<file path="src/rtl/bsrs_pkg.sv">
// Package for the bucketed sorted record store: sizes, commands, status codes.
// No dependencies.
`default_nettype none
package bsrs_pkg;
  localparam int BUCKET_BITS = 8;
  localparam int BUCKET_CAP  = 64;
  localparam int KEY_BYTES   = 9;
  localparam int KEY_BITS    = KEY_BYTES * 8;
  localparam int SLOT_BITS   = $clog2(BUCKET_CAP);
  localparam int CNT_BITS    = $clog2(BUCKET_CAP + 1);
  localparam int NUM_BUCKETS = 1 << BUCKET_BITS;
  localparam int ORD_ABITS   = BUCKET_BITS + SLOT_BITS;
  localparam int REC_ABITS   = BUCKET_BITS + SLOT_BITS + 2;
  localparam int REC_BITS    = 256;

  localparam logic [1:0] CMD_FIND  = 2'd0;
  localparam logic [1:0] CMD_ADD   = 2'd1;
  localparam logic [1:0] CMD_FOA   = 2'd2;
  // Unused command code; it behaves exactly as find.
  localparam logic [1:0] CMD_SPARE = 2'd3;

  localparam logic [1:0] ST_FOUND = 2'd0;
  localparam logic [1:0] ST_MISS  = 2'd1;
  localparam logic [1:0] ST_ADDED = 2'd2;
  localparam logic [1:0] ST_FULL  = 2'd3;

  // Result of one unsigned key compare of stored key against item key.
  typedef struct packed {
    logic lt;
    logic eq;
  } cmp_res_t;
endpackage
`default_nettype wire

</file>
<file path="src/rtl/bsrs_keycmp.sv">
// Key comparator: compares the leading key bits of two records.
// Depends on bsrs_pkg.
`default_nettype none
module bsrs_keycmp (
  input  wire logic [bsrs_pkg::REC_BITS-1:0] stored,
  input  wire logic [bsrs_pkg::REC_BITS-1:0] item,
  output bsrs_pkg::cmp_res_t                 res
);
  import bsrs_pkg::*;
  logic [KEY_BITS-1:0] ka, kb;
  assign ka = stored[REC_BITS-1 -: KEY_BITS];
  assign kb = item[REC_BITS-1 -: KEY_BITS];
  // Big-endian byte strings compare as plain unsigned integers.
  assign res.lt = ka < kb;
  assign res.eq = ka == kb;
endmodule
`default_nettype wire

</file>
<file path="config.mk">
export PLATFORM = sky130hd
export DESIGN_NAME = bsrs_keycmp
export DESIGN_NICKNAME = d
export VERILOG_FILES = /design/src/rtl/bsrs_pkg.sv /design/src/rtl/bsrs_keycmp.sv
export SDC_FILE = /design/constraint.sdc
export NUM_CORES = 1
export LEC_CHECK = 0
export BUFFER_PORTS_ARGS = -buffer_cell sky130_fd_sc_hd__buf_2
export CAP_MARGIN = 20
export CORE_AREA = 2 2 202 204
export DETAILED_ROUTE_END_ITERATION = 8
export DIE_AREA = 0 0 204 206
export PLACE_DENSITY = 0.3
export SYNTH_ARGS = -nofsm -noshare
export SYNTH_HDL_FRONTEND = slang
export SYNTH_SLANG_ARGS = --single-unit
</file>
<file path="constraint.sdc">
create_clock -name vclk -period 2.5
set_input_delay 0.5 -clock vclk [all_inputs]
set_output_delay 0.5 -clock vclk [all_outputs]
set_load 0.02 [all_outputs]
</file>
-- Word level (Yosys, flattened, before mapping)
Cells that the tools add are included.
- flip-flop bits (word level): 0
- bits of input ports: 512
- magnitude comparators: 1
- equality and inequality tests: 1
- operator list (cell ; number):
    equality test 72 bit ; 1
    < comparator 72 bit ; 1

-- Longest topological paths before layout
- depth after elaboration: 1
- depth in mapped cells: 8

-- Worst setup path after synthesis
OpenSTA, ideal clock, no wires.
- kind: input to output
- from: input item[201] (netlist bit)
- to: output res[1] (netlist bit)
- arrival: 2053 ps
- path slack: -53 ps
- cell stages on the path: 8
- buffers on the path: 0
- cell sequence: inv_1 -> ha_1 -> a21o_1 -> a21o_1 -> a32oi_1 -> nand4_1 -> a221o_1 -> a21oi_1
- RTL lines (item ; RTL line ; source):
    start: declaration ; bsrs_keycmp.sv:6 ; input wire logic [bsrs_pkg::REC_BITS-1:0] item,
    end: declaration ; bsrs_keycmp.sv:7 ; output bsrs_pkg::cmp_res_t res

==> results.yml <==
place:
  place.gp.congestion: 0.686
  io_buffers: 146
  place_area_sq_um: 3480
  pre_cts_ws_ns: -0.592
  dp_hpwl_mm: 9.31
grt:
  antenna_found_initial: 5
  grt_max_degree: 6
  grt_use_met2_pct: 7.25
  grt_pass1_wl_mm: 13.6
  grt_pass1_vias: 2408
  globalRoute.busiestLayer: "met2"
  track_usage_pct: 4.33
  grtUsageMet3_pct: 1.40
  grt.met1_usage_pct: 5.76
  grt_overflow_total: 0
power:
  pwr-share-clk_pct: 0
  power_frac_seq_pct: 0
  switching_power_mw: 0.248
  p_int_mw: 0.295
  power_density_nw_per_um2: 136
  power_leakage_nw: 2.00
  peakVddDrop_mv: 0.0509
  comb_power_share_pct: 100.0
  switching_share_pct: 45.7
floorplan:
  num_io_pins: 514
  die_x_um: 204
  dieHeight_um: 206
  coreArea_sq_um: 40200
  die_area_sq_um: 42000
  initial_core_util_pct: 4.70
  rows: 74
setup_path:
  cp.arrival_ns: 2.33
  critPathMaxFanout: 3
  crit_top_cell: "nand4_1"
  critPathKind: "primary input to output pin"
  end_kind: "output pin"
  crit_required_ns: 2.00
  cpMaxStageDelayCell: "or3_4"
  critPathMaxStageDelay_ns: 0.43
  cp_cell_sequence: "buf_2 > ha_4 > nand4_1 > nor3_2 > nand4_1 > or3_4 > nor3_4 > buf_6"
  crit_path_start_kind: "primary input"
sta:
  fin_setup_tns_ns: -0.613
  setup_viol_count_final: 2
  worst_slack_ns: -0.331
  max_freq_ghz: 0.353
  slew_headroom_pct: 66.8
  drv_slew: 0
  hold_viol: 0
  min_period_ns: 2.83
  rsz0062_at_grt: "true"
  tightest_slew_ns: 0.492
  fin_crit_sh_pct: 113
  fin_hold_ws_ns: 1.58
synth:
  ys_warn_count: 0
  yosysSeqAreaShare_pct: 0
  syn_area_sq_um: 1890
  netlist_instances: 257
  syn_nets: 841
  syn_avg_cell_area_sq_um: 7.35
  synthDistinctLibCells: 31
drt:
  route.vias.total: 2396
  wire_per_inst_um: 10.3
  drt_wl_total_mm: 9.99
  first_iter_violations: 29
  first_pass_iters: 4
  via_per_inst: 2.48
  ant_nets: 0
  route.detailed.drc: 0
status:
  violations: "setup timing"
  status: "finished with violations"
final_layout:
  seq_cells: 0
  area_delta_synth_final_pct: 112
  post-route-cell-area_sq_um: 4010
  seqCellArea_sq_um: 0
  clkbuf_count: 0
  nets: 1019
  drive_gt1_share_pct: 53.1
job:
  drv_cap: 0
worst_hold_path:
  hp-class: "primary input to output pin"
timing repair:
item | CTS | global route
endpoints found under the hold margin | 0 | 0
endpoints found under the setup margin | 2 | 2
buffers inserted | 2 | 4
pin swaps | 10 | 22
gates resized for setup | 32 | 44
hold buffers | 0 | 0
synthesized netlist by cell type:
master,count,area [sq um]
ha_1,72,901
or3_4,1,11.3
a21o_1,12,90.1
nand2_1,12,45.0
a211oi_1,2,15.0
a211o_1,1,8.76
nand2b_1,1,6.26
and3_1,1,6.26
nand4_1,17,106
a221oi_1,1,8.76
o2bb2ai_1,1,8.76
and4_2,1,10.0
nor2_1,1,3.75
and4_1,2,17.5
nor2b_1,1,6.26
o21a_1,3,22.5
a221o_1,2,20.0
inv_1,73,274
o211ai_1,3,22.5
nor4_2,1,12.5
o21ai_0,5,25.0
a32oi_1,1,8.76
or3_1,1,6.26
nand4_2,2,25.0
nand3_1,4,20.0
a21oi_1,27,135
nor3_1,5,25.0
nor3_2,1,10.0
nor4_4,1,21.3
or2b_1,1,7.51
o31ai_1,1,7.51
power by group through the flow:
stage | Clock [mW] | Sequential (mW) | Combinational [mW]
2_1_floorplan | 0 | 0 | 0.220
3_3_place_gp | 0 | 0 | 0.458
3_5_place_dp | 0 | 0 | 0.457
4_1_cts | 0 | 0 | 0.495
5_1_grt | 0 | 0 | 0.629
6_report | 0.000000161 | 0 | 0.544
final timing paths:
kind,from,end,slack (ns),cells past startpoint
max,stored[217],res[0],-0.33,8
min,item[184],res[0],1.58,5
stage by stage:
step	util, %	std cells	total power, mW
finish	9.98	968	0.544
floorplan	-	257	0.220
CTS	9.17	962	0.495
global placement	8.67	960	0.458
detailed placement	8.67	960	0.457
global route	9.96	965	0.629
critical path, delay by kind of cell:
family	cells	cell delay, ns
buf+inv	2	0.25
simple gates	5	1.29
fa+ha+maj	1	0.28
layer usage:
metal,share of wire (%),wire length (um)
met5,0.41,41
met4,0.030,3
met3,9.4,940
met2,45,4470
met1,45,4530
kinds of logic (layout without fill, tap and decap cells):
family          count (synthesis)  in the layout  synth area share [%]
compound gates                 59             59                  19.7
other cells                     0              3                     0
simple gates                   53             53                  18.0
buf+inv                        73            249                  14.5
fa+ha+maj                      72             72                  47.7
area by class of cell:
class              instances  area, sq um
fillers                 4759        36200
multi-input cells        184         1990
repair buffers           176         1070
well taps                532          666
inverters                 73          282
diodes                     3         7.51
cells in the final DEF (no fill, tap or decap), drive strengths merged:
cell type / instances
a221o: 2
or3: 2
o2bb2ai: 1
nor2: 1
a21o: 12
nand4: 19
a21oi: 27
buf: 176
inv: 73
a211o: 1
nor3: 6
or2b: 1
ha: 72
a221oi: 1
nand2: 12
nand3: 4
a211oi: 2
diode: 3
nand2b: 1
o211ai: 3
o21ai: 5
and4: 3
and3: 1
nor4: 2
nor2b: 1
a32oi: 1
o21a: 3
o31ai: 1
Power figures use the tool's default switching activity.
