<file path="src/rtl/bsrs_ram.sv">
// Generic single-port-write, single-read RAM with registered read data.
// No dependencies.
`default_nettype none
module bsrs_ram #(
  parameter int WIDTH = 8,
  parameter int DEPTH = 16
) (
  input  wire logic                     clk,
  input  wire logic                     we,
  input  wire logic [$clog2(DEPTH)-1:0] waddr,
  input  wire logic [WIDTH-1:0]         wdata,
  input  wire logic [$clog2(DEPTH)-1:0] raddr,
  output logic      [WIDTH-1:0]         rdata
);
  logic [WIDTH-1:0] mem [DEPTH];
  always_ff @(posedge clk) begin
    if (we) begin
      mem[waddr] <= wdata;
    end
    rdata <= mem[raddr];
  end
endmodule
`default_nettype wire

</file>
<file path="config.mk">
export PLATFORM = sky130hd
export DESIGN_NAME = bsrs_ram
export DESIGN_NICKNAME = d
export VERILOG_FILES = /design/src/rtl/bsrs_ram.sv
export SDC_FILE = /design/constraint.sdc
export NUM_CORES = 1
export LEC_CHECK = 0
export ABC_AREA = 0
export BUFFER_PORTS_ARGS = -buffer_cell sky130_fd_sc_hd__buf_2
export CAP_MARGIN = 20
export CORE_AREA = 2 2 92 94
export CTS_CLUSTER_SIZE = 24
export DETAILED_ROUTE_END_ITERATION = 16
export DIE_AREA = 0 0 94 96
export PLACE_DENSITY = 0.9
export SLEW_MARGIN = 10
export SYNTH_ARGS = -nofsm -noshare
export SYNTH_HDL_FRONTEND = slang
export SYNTH_SLANG_ARGS = --single-unit
</file>
<file path="constraint.sdc">
create_clock -name clk -period 5.43 [get_ports clk]
set_input_delay 0.8145 -clock clk [delete_from_list [all_inputs] [get_ports clk]]
set_output_delay 0.8145 -clock clk [all_outputs]
set_load 0.01 [all_outputs]
</file>
# Word level (Yosys, flattened, before mapping)
# Memories as Yosys holds them, arrays and structs flattened. A register that Yosys moved wholly into a read port is not among the register bits.
# Cells that the tools add are included.
# W data, S select, Z words.
# word_totals
regBits	0
ram_bits	128
inputBits	18
output_inout_bits	8
word_cells	3
n_memories	1
# classes
mux	2
# mem_list
memory	depth	word_bits	read_ports	rd_clocked_by_memory_dff	wr	line	rtl
mem	16	8	1	1	1	15	logic [WIDTH-1:0] mem [DEPTH];
# op_table
operator	count
$mux W1	2

# Longest topological paths before layout
# Gate-level depths: netlist of the first run.
# depth
ltp_word	2
ltp_mapped	5
depth_no_buf	3

# Worst setup path after synthesis of the first run
# No wires, ideal clock.
# synth_timing
path_kind	input port to flip-flop
start	in waddr[2]
end	mem mem[0][0], enable pin
setup_ns	0.383
t_arrival_ns	1.924
required_time_ns	5.047
slack_ns	3.123
cell_stages	2
path_buffers	0
path_cell_list	or3b_2 -> nor3_1
# synth_lines
item	line	rtl
from (decl)	10	input wire logic [$clog2(DEPTH)-1:0] waddr,
to (decl)	15	
# Straight into the memory's write port.

==> results of run 1 <==
[stage by stage]
stage / instances / area (um^2) / setup WS (ns) / hold WS (ns)
2_1_floorplan: 229 / 5150 / 3.12 / 0.629
3_3_place_gp: 352 / 5340 / 2.66 / 0.662
3_5_place_dp: 353 / 5350 / 2.61 / 0.673
4_1_cts: 385 / 5890 / 3.12 / 0.656
5_1_grt: 385 / 5890 / 3.03 / 0.678
6_report: 385 / 5890 / 3.14 / 0.677
[kinds of logic (layout without fill, tap and decap cells)]
family | count (synthesis) | count (layout)
DFF | 136 | 136
and+or+nand+nor | 35 | 35
muxes | 32 | 32
AOI/OAI and AO/OA | 16 | 16
buffers and inverters | 10 | 61
[placed cells by master, fill, tap and decap left out, drive strengths merged]
master,Yosys,layout
clkbuf,0,18
mux4,32,32
nand3,1,1
nor2,13,13
nand2b,2,2
nor2b,1,1
nand3b,2,2
a22oi,16,16
buf,7,29
clkinvlp,0,3
dfxtp,8,8
nor3,4,4
nand2,9,9
or3b,1,1
and2b,1,1
clkinv,0,7
bufinv,0,1
and2,1,1
edfxtp,128,128
inv,0,3
[worst max path at each step]
stage          startpoint        end  slack, ns
5_1_grt          raddr[0]   rdata[7]       3.03
3_5_place_dp     raddr[0]   rdata[1]       2.61
3_3_place_gp     waddr[2]  mem[0][1]       2.66
2_1_floorplan    waddr[2]  mem[0][0]       3.12
6_report         raddr[0]   rdata[7]       3.14
4_1_cts          raddr[0]   rdata[7]       3.12
[registers in the layout, summed over array words and instances (netlist names)]
register,count
rdata,8
mem,128
[final cells by class]
class / count / area [um^2]
clock inverters: 14 / 125
fillers: 454 / 2160
well taps: 105 / 131
flip-flops and latches: 136 / 4000
clock buffers: 18 / 418
multi-input cells: 83 / 1060
repair buffers: 29 / 153
[routing by layer]
metal,up-vias,GRT usage (%)
met4,0,9.78
met1,1250,33.3
met5,-,0
li1,1053,-
met2,164,39.8
met3,10,6.26
[cell usage after synthesis]
cell type	count
buf_6	3
and2b_1	1
nor2b_1	1
nand3_1	1
mux4_1	14
nand2_1	9
a22oi_1	16
clkdlybuf4s25_2	3
and2_1	1
mux4_2	18
dfxtp_1	8
nand2b_1	2
nand3b_1	2
buf_2	3
edfxtp_1	128
buf_4	1
nor2_1	13
nor3_1	4
or3b_2	1
[where the power goes]
part	switching, W	internal (W)
sequential	0.00000912	0.00117
clock	0.000424	0.000608
combinational	0.0000638	0.0000422
[worst max-delay path, cell delays in order]
cell	delay [ns]
buf_2	0.78
mux4_2	0.60
a22oi_1	0.30
nand2_1	0.15
==> out/metrics.yaml, run 1 <==
required_ns: 5.80
ys_seq_elements: 136
coreArea_um2: 8050
drcViolationCount: 0
max-slew-margin-rel_pct: 29.7
skew_ns: 0.00487
rows: 33
max_freq_ghz: 0.437
clk_pin_slew_worst_paths_ns: 0.06
final_hold_viol_count: 0
hold_depth: 1
clock_path_buffers: 2
reg2regPathDepth: 3
grt_start_max_net_pins: 33
wl_met3_um: 967
area_delta_synth_final_pct: 14.4
arrival_ns: 2.66
layout-drive-gt1-share_pct: 28.2
synth_compound_area_share_pct: 2.33
synth_fa_ha_area_share_pct: 0
synth_cell_types: 19
grt_overflow: 0
synth_xor_area_share_pct: 0
io_pins: 26
synth.area.mux_share_pct: 15.0
end_kind: "flop"
worstSkewPairLatency_ns: 0.51
worstHoldStart: "wdata[2]"
first_pass_iters: 6
cts_buffers: 17
crit_type: "input pin to flop"
r2r_start: "mem[11][7]"
grt_pass1_vias: 2460
path_max_fanout: 32
peakVddDrop_uv: 338
syn_inst: 229
slew_viol_final: 0
drt-vias-per-instance: 6.43
cts_tree: "done"
yosys.area.top_type: "edfxtp_1"
antenna_found_initial: 0
synthesis.nets: 247
port_buffers: 25
fp.dieArea_um2: 9020
root_buffer: "clkbuf_8"
maxCapViolCount: 0
yosys.area_share.simple_pct: 3.18
synth_top_family_by_area: "multiplexers"
synth_seq_area_share_pct: 77.8
synthTopCellsByArea: "edfxtp_1 (75%), mux4_2 (7.9%), mux4_1 (7.1%), dfxtp_1 (3.1%), a22oi_1 (2.3%)"
wl_per_cell_um: 26.3
post_cts_resized: 0
fin_nets: 285
final_util_pct: 73.1
timing.final.crit_share_pct: 42.2
highest_layer: "met4"
post-cts-setup-buffers: 0
cts_hold_buf: 0
dr_wl_met2_um: 5150
htreeDepth: 4
cts.sinks: 136
grt_pass1_wl_um: 14900
wl_met1_um: 3920
initial_utilization_pct: 63.9
worst_pin_slew_ns: 1.05
syn_area_um2: 5150
setup_viol: 0
die_w_um: 94
fin_setup_tns_ns: 0
hp-class: "input pin to flop"
gp_congestion: 0.776
diodes: 0
ant_nets: 0
leakage_nw: 1.98
status: "complete, no violations"
yosys.area.top_type_share_pct: 74.7
p_per_area_nw_per_um2: 394
r2r_slack_ns: 4.01
fin_crit_ns: 2.29
die_y_um: 96
drt_wl_total_um: 10100
synth_area_per_cell_um2: 22.5
dp_hpwl_um: 5790
drtIter0Drc: 284
holdPathEnd: "mem[4][2]"
yosysWarnings: 0
r2r-end: "rdata[7]"
crit_path_start_kind: "input pin"
grt_usage_pct: 24.7
rsz0062_at_grt: "false"
total_power_w: 0.00232
num_vias: 2477
(Power assumes the default switching activity.)
==> inputs of run 2 (changes only) <==
CORE_AREA = 2 2 101 103   (was 2 2 92 94)
DIE_AREA = 0 0 103 105   (was 0 0 94 96)
PLACE_DENSITY = 0.8   (was 0.9)
clock period = 1.8 ns   (was 5.43 ns; I/O delays follow)
==> run 2 against run 1 <==
  * Die area rose by 20%
  * Critical path depth fell by 1
  * Flip-flop and latch count did not move
  * Worst hold slack got worse by 0.54 ns
  * Sequential share of layout area fell by 2.7 points
  * Setup slack got worse by 2.7 ns
  * Non-clock buffer count rose by 19
  * First-iteration DRC count fell by 1.1%
  * Sequential power rose to 3.0 times the previous value
  * Clock power rose to 3.1 times the previous value
  * Total power rose to 3.1 times the previous value
  * Wire length fell by 5.0%
==> out/metrics.yaml, run 2 (synthesized netlist as in run 1, its figures left out) <==
status: "complete, no violations"
cts_buffers: 17
die_w_um: 103
r2r_slack_ns: 0.42
crit_path_start_kind: "flop"
gp_congestion: 0.776
cts.sinks: 136
reg_top3: "mem (128), rdata (8)"
clk_pin_slew_worst_paths_ns: 0.06
hold_depth: 1
holdPathEnd: "mem[4][6]"
arrival_ns: 1.78
antenna_found_initial: 0
crit_type: "flop to flop"
diodes: 0
fin_nets: 304
slew_viol_final: 0
grt_pass1_wl_um: 14600
r2r-end: "rdata[3]"
port_buffers: 25
fin_setup_tns_ns: 0
clock_path_buffers: 2
setup_viol: 0
layout-drive-gt1-share_pct: 33.1
rows: 36
worstHoldStart: "wdata[6]"
dr_wl_met2_um: 4810
grt_start_max_net_pins: 22
fin_crit_ns: 1.38
final_cell_mix: "edfxtp_1 (128), buf_2 (25), buf_4 (20)"
post-cts-setup-buffers: 0
worst_pin_slew_ns: 0.554
required_ns: 2.20
post_cts_resized: 0
path_max_fanout: 1
ant_nets: 0
grt_pass1_vias: 2551
num_vias: 2469
cts_tree: "done"
drtIter0Drc: 281
leakage_nw: 2.09
layout_commonest_cell: "edfxtp_1"
drt-vias-per-instance: 5.72
end_kind: "flop"
largest_register_ffs: 128
die_y_um: 105
max-slew-margin-rel_pct: 62.9
drt_wl_total_um: 9630
r2r_start: "mem[9][3]"
first_pass_iters: 4
maxCapViolCount: 0
dp_hpwl_um: 6320
io_pins: 26
cts_hold_buf: 0
fp.dieArea_um2: 10800
htreeDepth: 4
wl_per_cell_um: 22.3
root_buffer: "clkbuf_8"
reg2regPathDepth: 3
initial_utilization_pct: 53.4
area_delta_synth_final_pct: 19.1
grt_usage_pct: 19.5
p_per_area_nw_per_um2: 1170
skew_ns: 0.00325
drcViolationCount: 0
final_hold_viol_count: 0
largest-register: "mem"
wl_met3_um: 500
peakVddDrop_uv: 1220
timing.final.crit_share_pct: 76.9
hp-class: "input pin to flop"
total_power_w: 0.00715
rsz0062_at_grt: "false"
max_freq_ghz: 0.723
highest_layer: "met4"
grt_overflow: 0
wl_met1_um: 4180
coreArea_um2: 9640
worstSkewPairLatency_ns: 0.51
run 2: changes by cell type in the layout (fill, tap and decap cells not counted):
cell	change
buf_4	+17
buf_12	+3
clkinvlp_4	+2
buf_2	-1
bufinv_16	+1
clkbuf_1	-1
clkinv_4	-1
inv_6	-1
run 2: cell type report:
type / instances / area (um^2)
Clock buffer: 17 / 414
Sequential cell: 136 / 4000
Clock inverter: 15 / 153
Multi-Input combinational cell: 83 / 1060
Tap cell: 133 / 166
Fill cell: 660 / 3510
Timing Repair Buffer: 48 / 335
run 2: worst max path at each step:
stage,from,endpoint,depth (start not counted),slack [ns]
3_3_place_gp,raddr[0],rdata[2],5,0.12
2_1_floorplan,waddr[2],mem[0][0],2,0.04
4_1_cts,mem[11][6],rdata[6],3,0.42
5_1_grt,mem[9][3],rdata[3],3,0.37
6_report,mem[9][3],rdata[3],3,0.42
3_5_place_dp,raddr[0],rdata[3],5,0.09
run 2: routing by layer:
metal	up-vias	global-route usage, %
li1	1082	-
met1	1285	27.0
met2	88	30.1
met3	14	5.28
met4	0	6.77
met5	-	0
run 2: power by group:
part / internal [W] / switching [W]
Clock: 0.00197 / 0.00127
Combinational: 0.000150 / 0.000192
Sequential: 0.00354 / 0.0000248
Total: 0.00566 / 0.00149
run 2: metrics by stage:
step                std cells  setup WS [ns]  utilization [%]  hold slack [ns]  instance area, um^2
finish                    432          0.416             63.6            0.135                 6130
global route              432          0.366             63.6            0.129                 6130
CTS                       432          0.421             63.6            0.119                 6130
detailed placement        400         0.0882             57.7            0.655                 5560
global placement          400          0.120             57.7            0.652                 5560
floorplan                 229         0.0371                -            0.369                 5150
run 2: worst max-delay path: stages, from the launching register on:
cell and delay (ns):
edfxtp_1 0.36, mux4_1 0.54, a22oi_1 0.29, nand2_1 0.08
